## config.mk

```make
export PLATFORM = sky130hd
export DESIGN_NAME = jpeg_exif_orientation_parser
export DESIGN_NICKNAME = d
export VERILOG_FILES = /design/src/hw/rtl/jeop_pkg.sv /design/src/hw/rtl/jpeg_exif_orientation_parser.sv
export SDC_FILE = /design/constraint.sdc
export NUM_CORES = 1
export LEC_CHECK = 0
export BUFFER_PORTS_ARGS = -buffer_cell sky130_fd_sc_hd__buf_2
export CAP_MARGIN = 30
export CORE_MARGIN = 3
export CORE_UTILIZATION = 35
export CTS_CLUSTER_DIAMETER = 50
export DETAILED_ROUTE_END_ITERATION = 8
export GPL_ROUTABILITY_DRIVEN = 0
export HOLD_SLACK_MARGIN = 0.1
export SYNTH_ARGS = -nofsm -noshare
export SYNTH_HDL_FRONTEND = slang
export SYNTH_SLANG_ARGS = --single-unit
```

## constraint.sdc

```tcl
create_clock -name clk -period 9.95 [get_ports clk]
set_input_delay 1.99 -clock clk [delete_from_list [all_inputs] [get_ports clk]]
set_output_delay 1.99 -clock clk [all_outputs]
set_load 0.01 [all_outputs]
```

## src/hw/rtl/jeop_pkg.sv

```systemverilog
// Shared constants, parser phase codes and helper functions for the EXIF orientation parser.
package jeop_pkg;

  typedef logic [3:0] phase_t;
  typedef logic [1:0] status_t;

  localparam phase_t PH_SOI0   = 4'd0;
  localparam phase_t PH_SOI1   = 4'd1;
  localparam phase_t PH_MK0    = 4'd2;
  localparam phase_t PH_MK1    = 4'd3;
  localparam phase_t PH_LENH   = 4'd4;
  localparam phase_t PH_LENL   = 4'd5;
  localparam phase_t PH_LENH_A = 4'd6;
  localparam phase_t PH_LENL_A = 4'd7;
  localparam phase_t PH_SKIP   = 4'd8;
  localparam phase_t PH_HDR    = 4'd9;
  localparam phase_t PH_SEEK   = 4'd10;
  localparam phase_t PH_COUNT  = 4'd11;
  localparam phase_t PH_ENTRY  = 4'd12;
  localparam phase_t PH_DONE   = 4'd13;

  localparam status_t ST_FOUND    = 2'd0;
  localparam status_t ST_NOT_JPEG = 2'd1;
  localparam status_t ST_NO_TAG   = 2'd2;
  localparam status_t ST_BAD_TIFF = 2'd3;

  localparam logic [7:0]  MK_PREFIX   = 8'hFF;
  localparam logic [7:0]  MK_SOI      = 8'hD8;
  localparam logic [7:0]  MK_EOI      = 8'hD9;
  localparam logic [7:0]  MK_SOS      = 8'hDA;
  localparam logic [7:0]  MK_APP1     = 8'hE1;
  localparam logic [7:0]  BYTE_ORDER_II = 8'h49;
  localparam logic [15:0] TAG_ORIENT  = 16'h0112;
  localparam logic [15:0] TIFF_MAGIC  = 16'd42;
  localparam logic [15:0] EXIF_MIN_LEN = 16'd16;
  localparam logic [15:0] DEFAULT_ORIENT = 16'd1;
  localparam logic [3:0]  ENTRY_LAST_IDX = 4'd11;

  // "Exif\0\0"
  function automatic logic [7:0] exif_sig(input logic [2:0] idx);
    logic [7:0] val;
    case (idx)
      3'd0:    val = 8'h45;
      3'd1:    val = 8'h78;
      3'd2:    val = 8'h69;
      3'd3:    val = 8'h66;
      default: val = 8'h00;
    endcase
    return val;
  endfunction

  // leave the segment when its payload is used up, else skip the rest
  function automatic phase_t leave_phase(input logic [15:0] pos, input logic [15:0] len);
    return (pos >= len) ? PH_MK0 : PH_SKIP;
  endfunction

endpackage

```

## src/hw/rtl/jpeg_exif_orientation_parser.sv

```systemverilog
// JPEG marker walker and EXIF IFD0 scanner that reports the orientation tag once per file.
// A result word is registered in the result register behind out_valid, or in the skid word.
// One byte per cycle when in_stall is low; a byte only updates counters and small registers.
// A two-entry buffer (result register plus skid) keeps input going under out_stall until full.
// Reset (rst, synchronous, active high) returns the parser to wait for the first SOI byte
// and empties the output buffer; an accepted byte with last_byte set also rearms the parser.
module jpeg_exif_orientation_parser (
  input  logic        clk,
  input  logic        rst,
  input  logic        in_valid,
  output logic        in_stall,
  input  logic [7:0]  data_byte,
  input  logic        last_byte,
  output logic        out_valid,
  input  logic        out_stall,
  output logic [15:0] orientation,
  output logic [1:0]  status
);

  jeop_pkg::phase_t phase, phase_next;
  logic [15:0] segment_length, segment_length_next;
  logic [15:0] segment_position, segment_position_next;
  logic        little_endian, little_endian_next;
  logic [31:0] directory_offset, directory_offset_next;
  logic [15:0] entries_left, entries_left_next;
  logic [3:0]  entry_byte_index, entry_byte_index_next;
  logic [15:0] gathered_word, gathered_word_next;
  logic        tag_matches, tag_matches_next;

  logic        skid_valid;
  logic [15:0] skid_orientation;
  logic [1:0]  skid_status;

  logic        accept;
  logic        have;
  jeop_pkg::status_t res_status;
  logic [15:0] res_orient;
  logic [15:0] joined;
  logic [15:0] pos_inc;
  logic [15:0] len_word;
  logic [15:0] entries_dec;
  logic [31:0] off_new;
  logic        res_word;

  assign accept   = in_valid && !in_stall;
  assign in_stall = skid_valid;
  assign joined   = little_endian ? {data_byte, gathered_word[7:0]}
                                  : {gathered_word[7:0], data_byte};
  assign pos_inc  = segment_position + 16'd1;
  assign len_word = segment_length | {8'h00, data_byte};
  assign entries_dec = entries_left - 16'd1;

  always_comb begin
    phase_next            = phase;
    segment_length_next   = segment_length;
    segment_position_next = segment_position;
    little_endian_next    = little_endian;
    directory_offset_next = directory_offset;
    entries_left_next     = entries_left;
    entry_byte_index_next = entry_byte_index;
    gathered_word_next    = gathered_word;
    tag_matches_next      = tag_matches;
    have                  = 1'b0;
    res_status            = jeop_pkg::ST_NO_TAG;
    res_orient            = jeop_pkg::DEFAULT_ORIENT;
    off_new               = directory_offset;

    case (phase)
      jeop_pkg::PH_SOI0: begin
        if (data_byte != jeop_pkg::MK_PREFIX) begin
          have = 1'b1;
          res_status = jeop_pkg::ST_NOT_JPEG;
        end else begin
          phase_next = jeop_pkg::PH_SOI1;
        end
      end
      jeop_pkg::PH_SOI1: begin
        if (data_byte != jeop_pkg::MK_SOI) begin
          have = 1'b1;
          res_status = jeop_pkg::ST_NOT_JPEG;
        end else begin
          phase_next = jeop_pkg::PH_MK0;
        end
      end
      jeop_pkg::PH_MK0: begin
        if (data_byte != jeop_pkg::MK_PREFIX) have = 1'b1;
        else phase_next = jeop_pkg::PH_MK1;
      end
      jeop_pkg::PH_MK1: begin
        if (data_byte == jeop_pkg::MK_EOI || data_byte == jeop_pkg::MK_SOS) have = 1'b1;
        else if (data_byte == jeop_pkg::MK_APP1) phase_next = jeop_pkg::PH_LENH_A;
        else phase_next = jeop_pkg::PH_LENH;
      end
      jeop_pkg::PH_LENH, jeop_pkg::PH_LENH_A: begin
        segment_length_next = {data_byte, 8'h00};
        phase_next = phase + 4'd1;
      end
      jeop_pkg::PH_LENL, jeop_pkg::PH_LENL_A: begin
        if (len_word < 16'd2) begin
          have = 1'b1;
        end else begin
          segment_length_next   = len_word - 16'd2;
          segment_position_next = 16'd0;
          if (phase == jeop_pkg::PH_LENL_A && segment_length_next >= jeop_pkg::EXIF_MIN_LEN)
            phase_next = jeop_pkg::PH_HDR;
          else
            phase_next = jeop_pkg::leave_phase(16'd0, segment_length_next);
        end
      end
      jeop_pkg::PH_SKIP: begin
        segment_position_next = pos_inc;
        phase_next = jeop_pkg::leave_phase(pos_inc, segment_length);
      end
      jeop_pkg::PH_HDR: begin
        segment_position_next = pos_inc;
        if (segment_position < 16'd6) begin
          if (data_byte != jeop_pkg::exif_sig(segment_position[2:0]))
            phase_next = jeop_pkg::leave_phase(pos_inc, segment_length);
        end else begin
          case (segment_position)
            16'd6: little_endian_next = (data_byte == jeop_pkg::BYTE_ORDER_II);
            16'd7: if (data_byte != jeop_pkg::BYTE_ORDER_II) little_endian_next = 1'b0;
            16'd8: gathered_word_next = {8'h00, data_byte};
            16'd9: begin
              if (joined != jeop_pkg::TIFF_MAGIC) begin
                have = 1'b1;
                res_status = jeop_pkg::ST_BAD_TIFF;
              end
            end
            16'd10: directory_offset_next = {24'h0, data_byte};
            default: begin
              if (!little_endian) off_new = {directory_offset[23:0], data_byte};
              else if (segment_position == 16'd11)
                off_new = directory_offset | {16'h0, data_byte, 8'h00};
              else if (segment_position == 16'd12)
                off_new = directory_offset | {8'h00, data_byte, 16'h0};
              else
                off_new = directory_offset | {data_byte, 24'h0};
              directory_offset_next = off_new;
              if (segment_position == 16'd13) begin
                if (off_new < 32'd8 ||
                    ({1'b0, off_new} + 33'd8) > {17'h0, segment_length}) begin
                  have = 1'b1;
                  res_status = jeop_pkg::ST_BAD_TIFF;
                end else if (off_new == 32'd8) begin
                  phase_next = jeop_pkg::PH_COUNT;
                  entry_byte_index_next = 4'd0;
                end else begin
                  phase_next = jeop_pkg::PH_SEEK;
                end
              end
            end
          endcase
        end
      end
      jeop_pkg::PH_SEEK: begin
        segment_position_next = pos_inc;
        if ({17'h0, pos_inc} >= ({1'b0, directory_offset} + 33'd6)) begin
          phase_next = jeop_pkg::PH_COUNT;
          entry_byte_index_next = 4'd0;
        end
      end
      jeop_pkg::PH_COUNT: begin
        segment_position_next = pos_inc;
        if (entry_byte_index == 4'd0) begin
          gathered_word_next    = {8'h00, data_byte};
          entry_byte_index_next = 4'd1;
        end else begin
          entries_left_next = joined;
          if (joined == 16'd0 || ({1'b0, pos_inc} + 17'd12) > {1'b0, segment_length}) begin
            phase_next = jeop_pkg::leave_phase(pos_inc, segment_length);
          end else begin
            phase_next = jeop_pkg::PH_ENTRY;
            entry_byte_index_next = 4'd0;
            tag_matches_next = 1'b0;
          end
        end
      end
      jeop_pkg::PH_ENTRY: begin
        if (entry_byte_index == 4'd9 && tag_matches) begin
          have = 1'b1;
          res_status = jeop_pkg::ST_FOUND;
          res_orient = joined;
        end else begin
          if (entry_byte_index inside {4'd0, 4'd8}) gathered_word_next = {8'h00, data_byte};
          else if (entry_byte_index == 4'd1) tag_matches_next = (joined == jeop_pkg::TAG_ORIENT);
          segment_position_next = pos_inc;
          if (entry_byte_index >= jeop_pkg::ENTRY_LAST_IDX) begin
            entries_left_next = entries_dec;
            if (entries_dec == 16'd0 ||
                ({1'b0, pos_inc} + 17'd12) > {1'b0, segment_length}) begin
              phase_next = jeop_pkg::leave_phase(pos_inc, segment_length);
            end else begin
              entry_byte_index_next = 4'd0;
              tag_matches_next = 1'b0;
            end
          end else begin
            entry_byte_index_next = entry_byte_index + 4'd1;
          end
        end
      end
      default: ;
    endcase

    // end of file without an answer
    if (!have && last_byte && phase != jeop_pkg::PH_DONE) begin
      have = 1'b1;
      res_status = (phase_next == jeop_pkg::PH_SOI0 || phase_next == jeop_pkg::PH_SOI1)
                   ? jeop_pkg::ST_NOT_JPEG : jeop_pkg::ST_NO_TAG;
    end
    if (have) begin
      phase_next = jeop_pkg::PH_DONE;
      if (res_status != jeop_pkg::ST_FOUND) res_orient = jeop_pkg::DEFAULT_ORIENT;
    end
    if (last_byte) begin
      phase_next            = jeop_pkg::PH_SOI0;
      segment_length_next   = 16'd0;
      segment_position_next = 16'd0;
      little_endian_next    = 1'b0;
      directory_offset_next = 32'd0;
      entries_left_next     = 16'd0;
      entry_byte_index_next = 4'd0;
      gathered_word_next    = 16'd0;
      tag_matches_next      = 1'b0;
    end
  end

  assign res_word = accept && have;

  always_ff @(posedge clk) begin
    if (rst) begin
      phase            <= jeop_pkg::PH_SOI0;
      segment_length   <= 16'd0;
      segment_position <= 16'd0;
      little_endian    <= 1'b0;
      directory_offset <= 32'd0;
      entries_left     <= 16'd0;
      entry_byte_index <= 4'd0;
      gathered_word    <= 16'd0;
      tag_matches      <= 1'b0;
    end else if (accept) begin
      phase            <= phase_next;
      segment_length   <= segment_length_next;
      segment_position <= segment_position_next;
      little_endian    <= little_endian_next;
      directory_offset <= directory_offset_next;
      entries_left     <= entries_left_next;
      entry_byte_index <= entry_byte_index_next;
      gathered_word    <= gathered_word_next;
      tag_matches      <= tag_matches_next;
    end
  end

  // result register with skid word
  always_ff @(posedge clk) begin
    if (rst) begin
      out_valid  <= 1'b0;
      skid_valid <= 1'b0;
    end else if (!out_valid || !out_stall) begin
      if (skid_valid) begin
        out_valid  <= 1'b1;
        skid_valid <= res_word;
      end else begin
        out_valid  <= res_word;
      end
    end else if (res_word) begin
      skid_valid <= 1'b1;
    end
  end

  always_ff @(posedge clk) begin
    if (!out_valid || !out_stall) begin
      if (skid_valid) begin
        orientation <= skid_orientation;
        status      <= skid_status;
        if (res_word) begin
          skid_orientation <= res_orient;
          skid_status      <= res_status;
        end
      end else if (res_word) begin
        orientation <= res_orient;
        status      <= res_status;
      end
    end else if (res_word) begin
      skid_orientation <= res_orient;
      skid_status      <= res_status;
    end
  end

`ifndef SYNTHESIS
  a_skid_implies_out: assert property (@(posedge clk) disable iff (rst)
    skid_valid |-> out_valid) else $error("skid word held with empty result register");

  a_last_rearms: assert property (@(posedge clk) disable iff (rst)
    accept && last_byte |=> phase == jeop_pkg::PH_SOI0)
    else $error("parser did not rearm after last byte");

  a_last_answers: assert property (@(posedge clk) disable iff (rst)
    accept && last_byte && phase != jeop_pkg::PH_DONE |=> out_valid)
    else $error("file ended without a result word");

  a_done_silent: assert property (@(posedge clk) disable iff (rst)
    accept && phase == jeop_pkg::PH_DONE |-> !have)
    else $error("second result word for one file");

  a_entry_index: assert property (@(posedge clk) disable iff (rst)
    entry_byte_index <= jeop_pkg::ENTRY_LAST_IDX)
    else $error("entry byte index out of range");
`endif

endmodule
```

==> metrics.yaml <==
seq_area_um2: 3090
status: "finished, final reports clean"
ctsResizeCount: 0
synth_xor_area_share_pct: 4.61
power_density_nw_per_um2: 115
core_area_um2: 34600
synthAdderAreaFrac_pct: 8.11
synth_area_um2: 12300
wire_per_inst_um: 20.1
avgSynthCellArea_um2: 7.40
mostFrequentLayoutCell: "nor2_1"
fillers: 3579
path_class: "input port to flip-flop"
cts_tree: "built"
drtPass1Iterations: 6
drc: 0
rsz0062_at_grt: "false"
drv_cap: 0
max-slew-margin-rel_pct: 29.7
final_util_pct: 38.6
final_cells: 2081
drt_wl_total_mm: 41.8
grt_pass1_vias: 11403
hold_violations: 0
synth_ff_type: "dfxtp_1"
ir_drop_uv: 88.5
grt_max_degree: 61
netlist-cell-type-count: 92
crit_cells: 18
n_antenna_cell: 0
synth_top_area_cell: "dfxtp_1"
port_buffers: 32
clk_pin_slew_ns: 0.07
syn_nets: 1760
fmax_ghz: 0.140
dp_hpwl_mm: 30.4
worstSetupEndpointType: "flip-flop"
ctsLongestPathBuffers: 2
netlist.area_leader.share_pct: 16.2
ys_ff_latch: 136
die_h_um: 194
holdPathStages: 2
grt_antenna_before_repair: 1
globalRouteOverflowTotal: 0
worstPathArrival_ns: 7.31
slowest_delay_ns: 0.68
nNetsFinal: 1706
die_area_um2: 37500
groute.usage.overall_pct: 21.2
start_util_pct: 35.6
worst_pin_slew_ns: 1.04
rows: 68
r2r_cells: 17
ant_nets: 0
drt_iter0_drc: 1444
min_path_type: "flip-flop to flip-flop"
setup_ws_ns: 2.83
critPathMaxFanout: 18
worstPathRequired_ns: 10.14
ioPinCount: 33
synth_top_family_by_area: "simple AND/OR/NAND/NOR gates"
place_ws_ns: 2.48
syn_inst: 1667
grt_pass1_wl_mm: 64.7
drive_gt1_share_pct: 7.75
synthMuxAreaShare_pct: 3.39
synth_area_leaders: "dfxtp_1 (16%), edfxtp_1 (8.8%), ha_1 (8.1%)"
skew_ns: 0.0119
worst-path-buf-inv: 3
yosysWarnings: 0
post_cts_buffers: 0
multi_input_area_um2: 8570
path_cells: "buf_2, mux2_2, inv_1, a2111oi_0, o211ai_1, or4_1, or3_1, xor2_1, ha_1, nor4_1, o211ai_1, o21ai_0, o221ai_2, a2111oi_4, a41oi_2, o21ai_1, a21boi_1, buf_4"
crit_family: "compound AO/OA/AOI/OAI gates"
maxSlewViolCount: 0
period_minus_slack_ns: 7.12
worst_setup_path_start_kind: "input port"
vias: 12882
place_inst: 2047
seq_area_frac_synth_pct: 25.0
clock_latency_ns: 0.44
final_cell_mix: "nor2_1 (227), a21oi_1 (153), nand2_1 (113)"
cts_num_sinks: 136
root_buffer: "clkbuf_16"
finalSetupTns_ns: 0
p_leak_nw: 4.73
postCtsHoldBufs: 0
numCtsBuffers: 17
synth-compound-area-share_pct: 24.2
critPathSlowestCell: "a2111oi_0"
detail_route.vias_per_cell: 6.19
synthArstFlopShare_pct: 0
ctsHtreeMaxLevel: 4
synthSimpleGateAreaFrac_pct: 29.1
synth_edf_count: 36
setup_viol: 0
cp_common_cell: "o211ai_1"
period_share_pct: 71.6
die_w_um: 194
syn_to_final_growth_pct: 8.44
[per-stage QoR]
step / cell area [um^2] / hold WS [ns] / power (mW)
after detailed placement: 12700 / 0.471 / 0.845
after floorplan: 12300 / 0.449 / 0.775
after global routing: 13400 / 0.507 / 1.59
final: 13400 / 0.481 / 1.54
after CTS: 13300 / 0.481 / 1.54
after global placement: 12700 / 0.460 / 0.841
[worst min-delay path: stages, from the launching register on]
cell	delay, ns
dfxtp_1	0.33
nand2_1	0.06
a21oi_1	0.05
[final cells by class]
type / instances / share of cell area [%]
Clock inverter: 15 / 1.48
Clock buffer: 17 / 3.18
Tap cell: 455 / 4.25
Multi-Input combinational cell: 1353 / 64.0
Timing Repair Buffer: 50 / 2.43
Sequential cell: 136 / 23.1
Inverter: 55 / 1.54
[registers in the layout, indices dropped and copies added (netlist names)]
signal            cells
little_endian         1
gathered_word         8
tag_matches           1
status                2
entries_left         16
out_valid             1
phase                 4
directory_offset     32
in_stall              1
skid_orientation     16
segment_position     16
segment_length       16
skid_status           2
entry_byte_index      4
orientation          16
[path summary, 6_finish.rpt]
| check | startpoint | end | slack (ns) |
|---|---|---|---|
| setup / recovery | data_byte[3] | orientation[4]$_DFFE_PP_ | 2.83 |
| setup reg to reg | segment_position[3]$_SDFFE_PP0P_ | entry_byte_index[3]$_SDFFE_PP0P_ | 3.37 |
| hold / removal | entry_byte_index[1]$_SDFFE_PP0P_ | entry_byte_index[1]$_SDFFE_PP0P_ | 0.48 |
| hold reg to reg | entry_byte_index[1]$_SDFFE_PP0P_ | entry_byte_index[1]$_SDFFE_PP0P_ | 0.48 |
[routing by layer]
layer  share of wire [%]  track usage (%)  vias up
met5               0.031                0        -
met4                 2.7             6.51        2
met3                 9.8             4.41       93
met2                  44             32.6      680
met1                  44             30.0     6032
li1                    -                -     6075
[cell usage after synthesis (16+ instances only)]
master / instances
nand2b_1: 21
inv_1: 55
dfxtp_1: 100
mux2i_1: 26
a31oi_1: 17
a21oi_1: 153
xnor2_1: 38
o31ai_1: 24
nand3_1: 57
nor3_1: 76
nand3b_1: 16
nor2_1: 227
edfxtp_1: 36
nand2_1: 113
o21ai_0: 85
xor2_1: 27
nand4_1: 42
nor4_1: 34
o211ai_1: 16
a22oi_1: 23
clkbuf_1: 102
ha_1: 80
nor2b_1: 26
a211oi_1: 19
[logic make-up after synthesis]
group / after synthesis
compound gates: 459
xor+xnor: 65
fa+ha+maj: 80
buf+inv: 178
flops: 136
mux: 40
simple gates: 709
[where the power goes]
group          total [mW]  switching (mW)  leakage (nW)  internal (mW)
Combinational       0.241           0.160          3.25         0.0811
Clock               0.698           0.311         0.305          0.387
Sequential          0.599          0.0159          1.17          0.583
Total                1.54           0.487          4.73           1.05
Note: power is estimated with default switching activity, not from simulation.
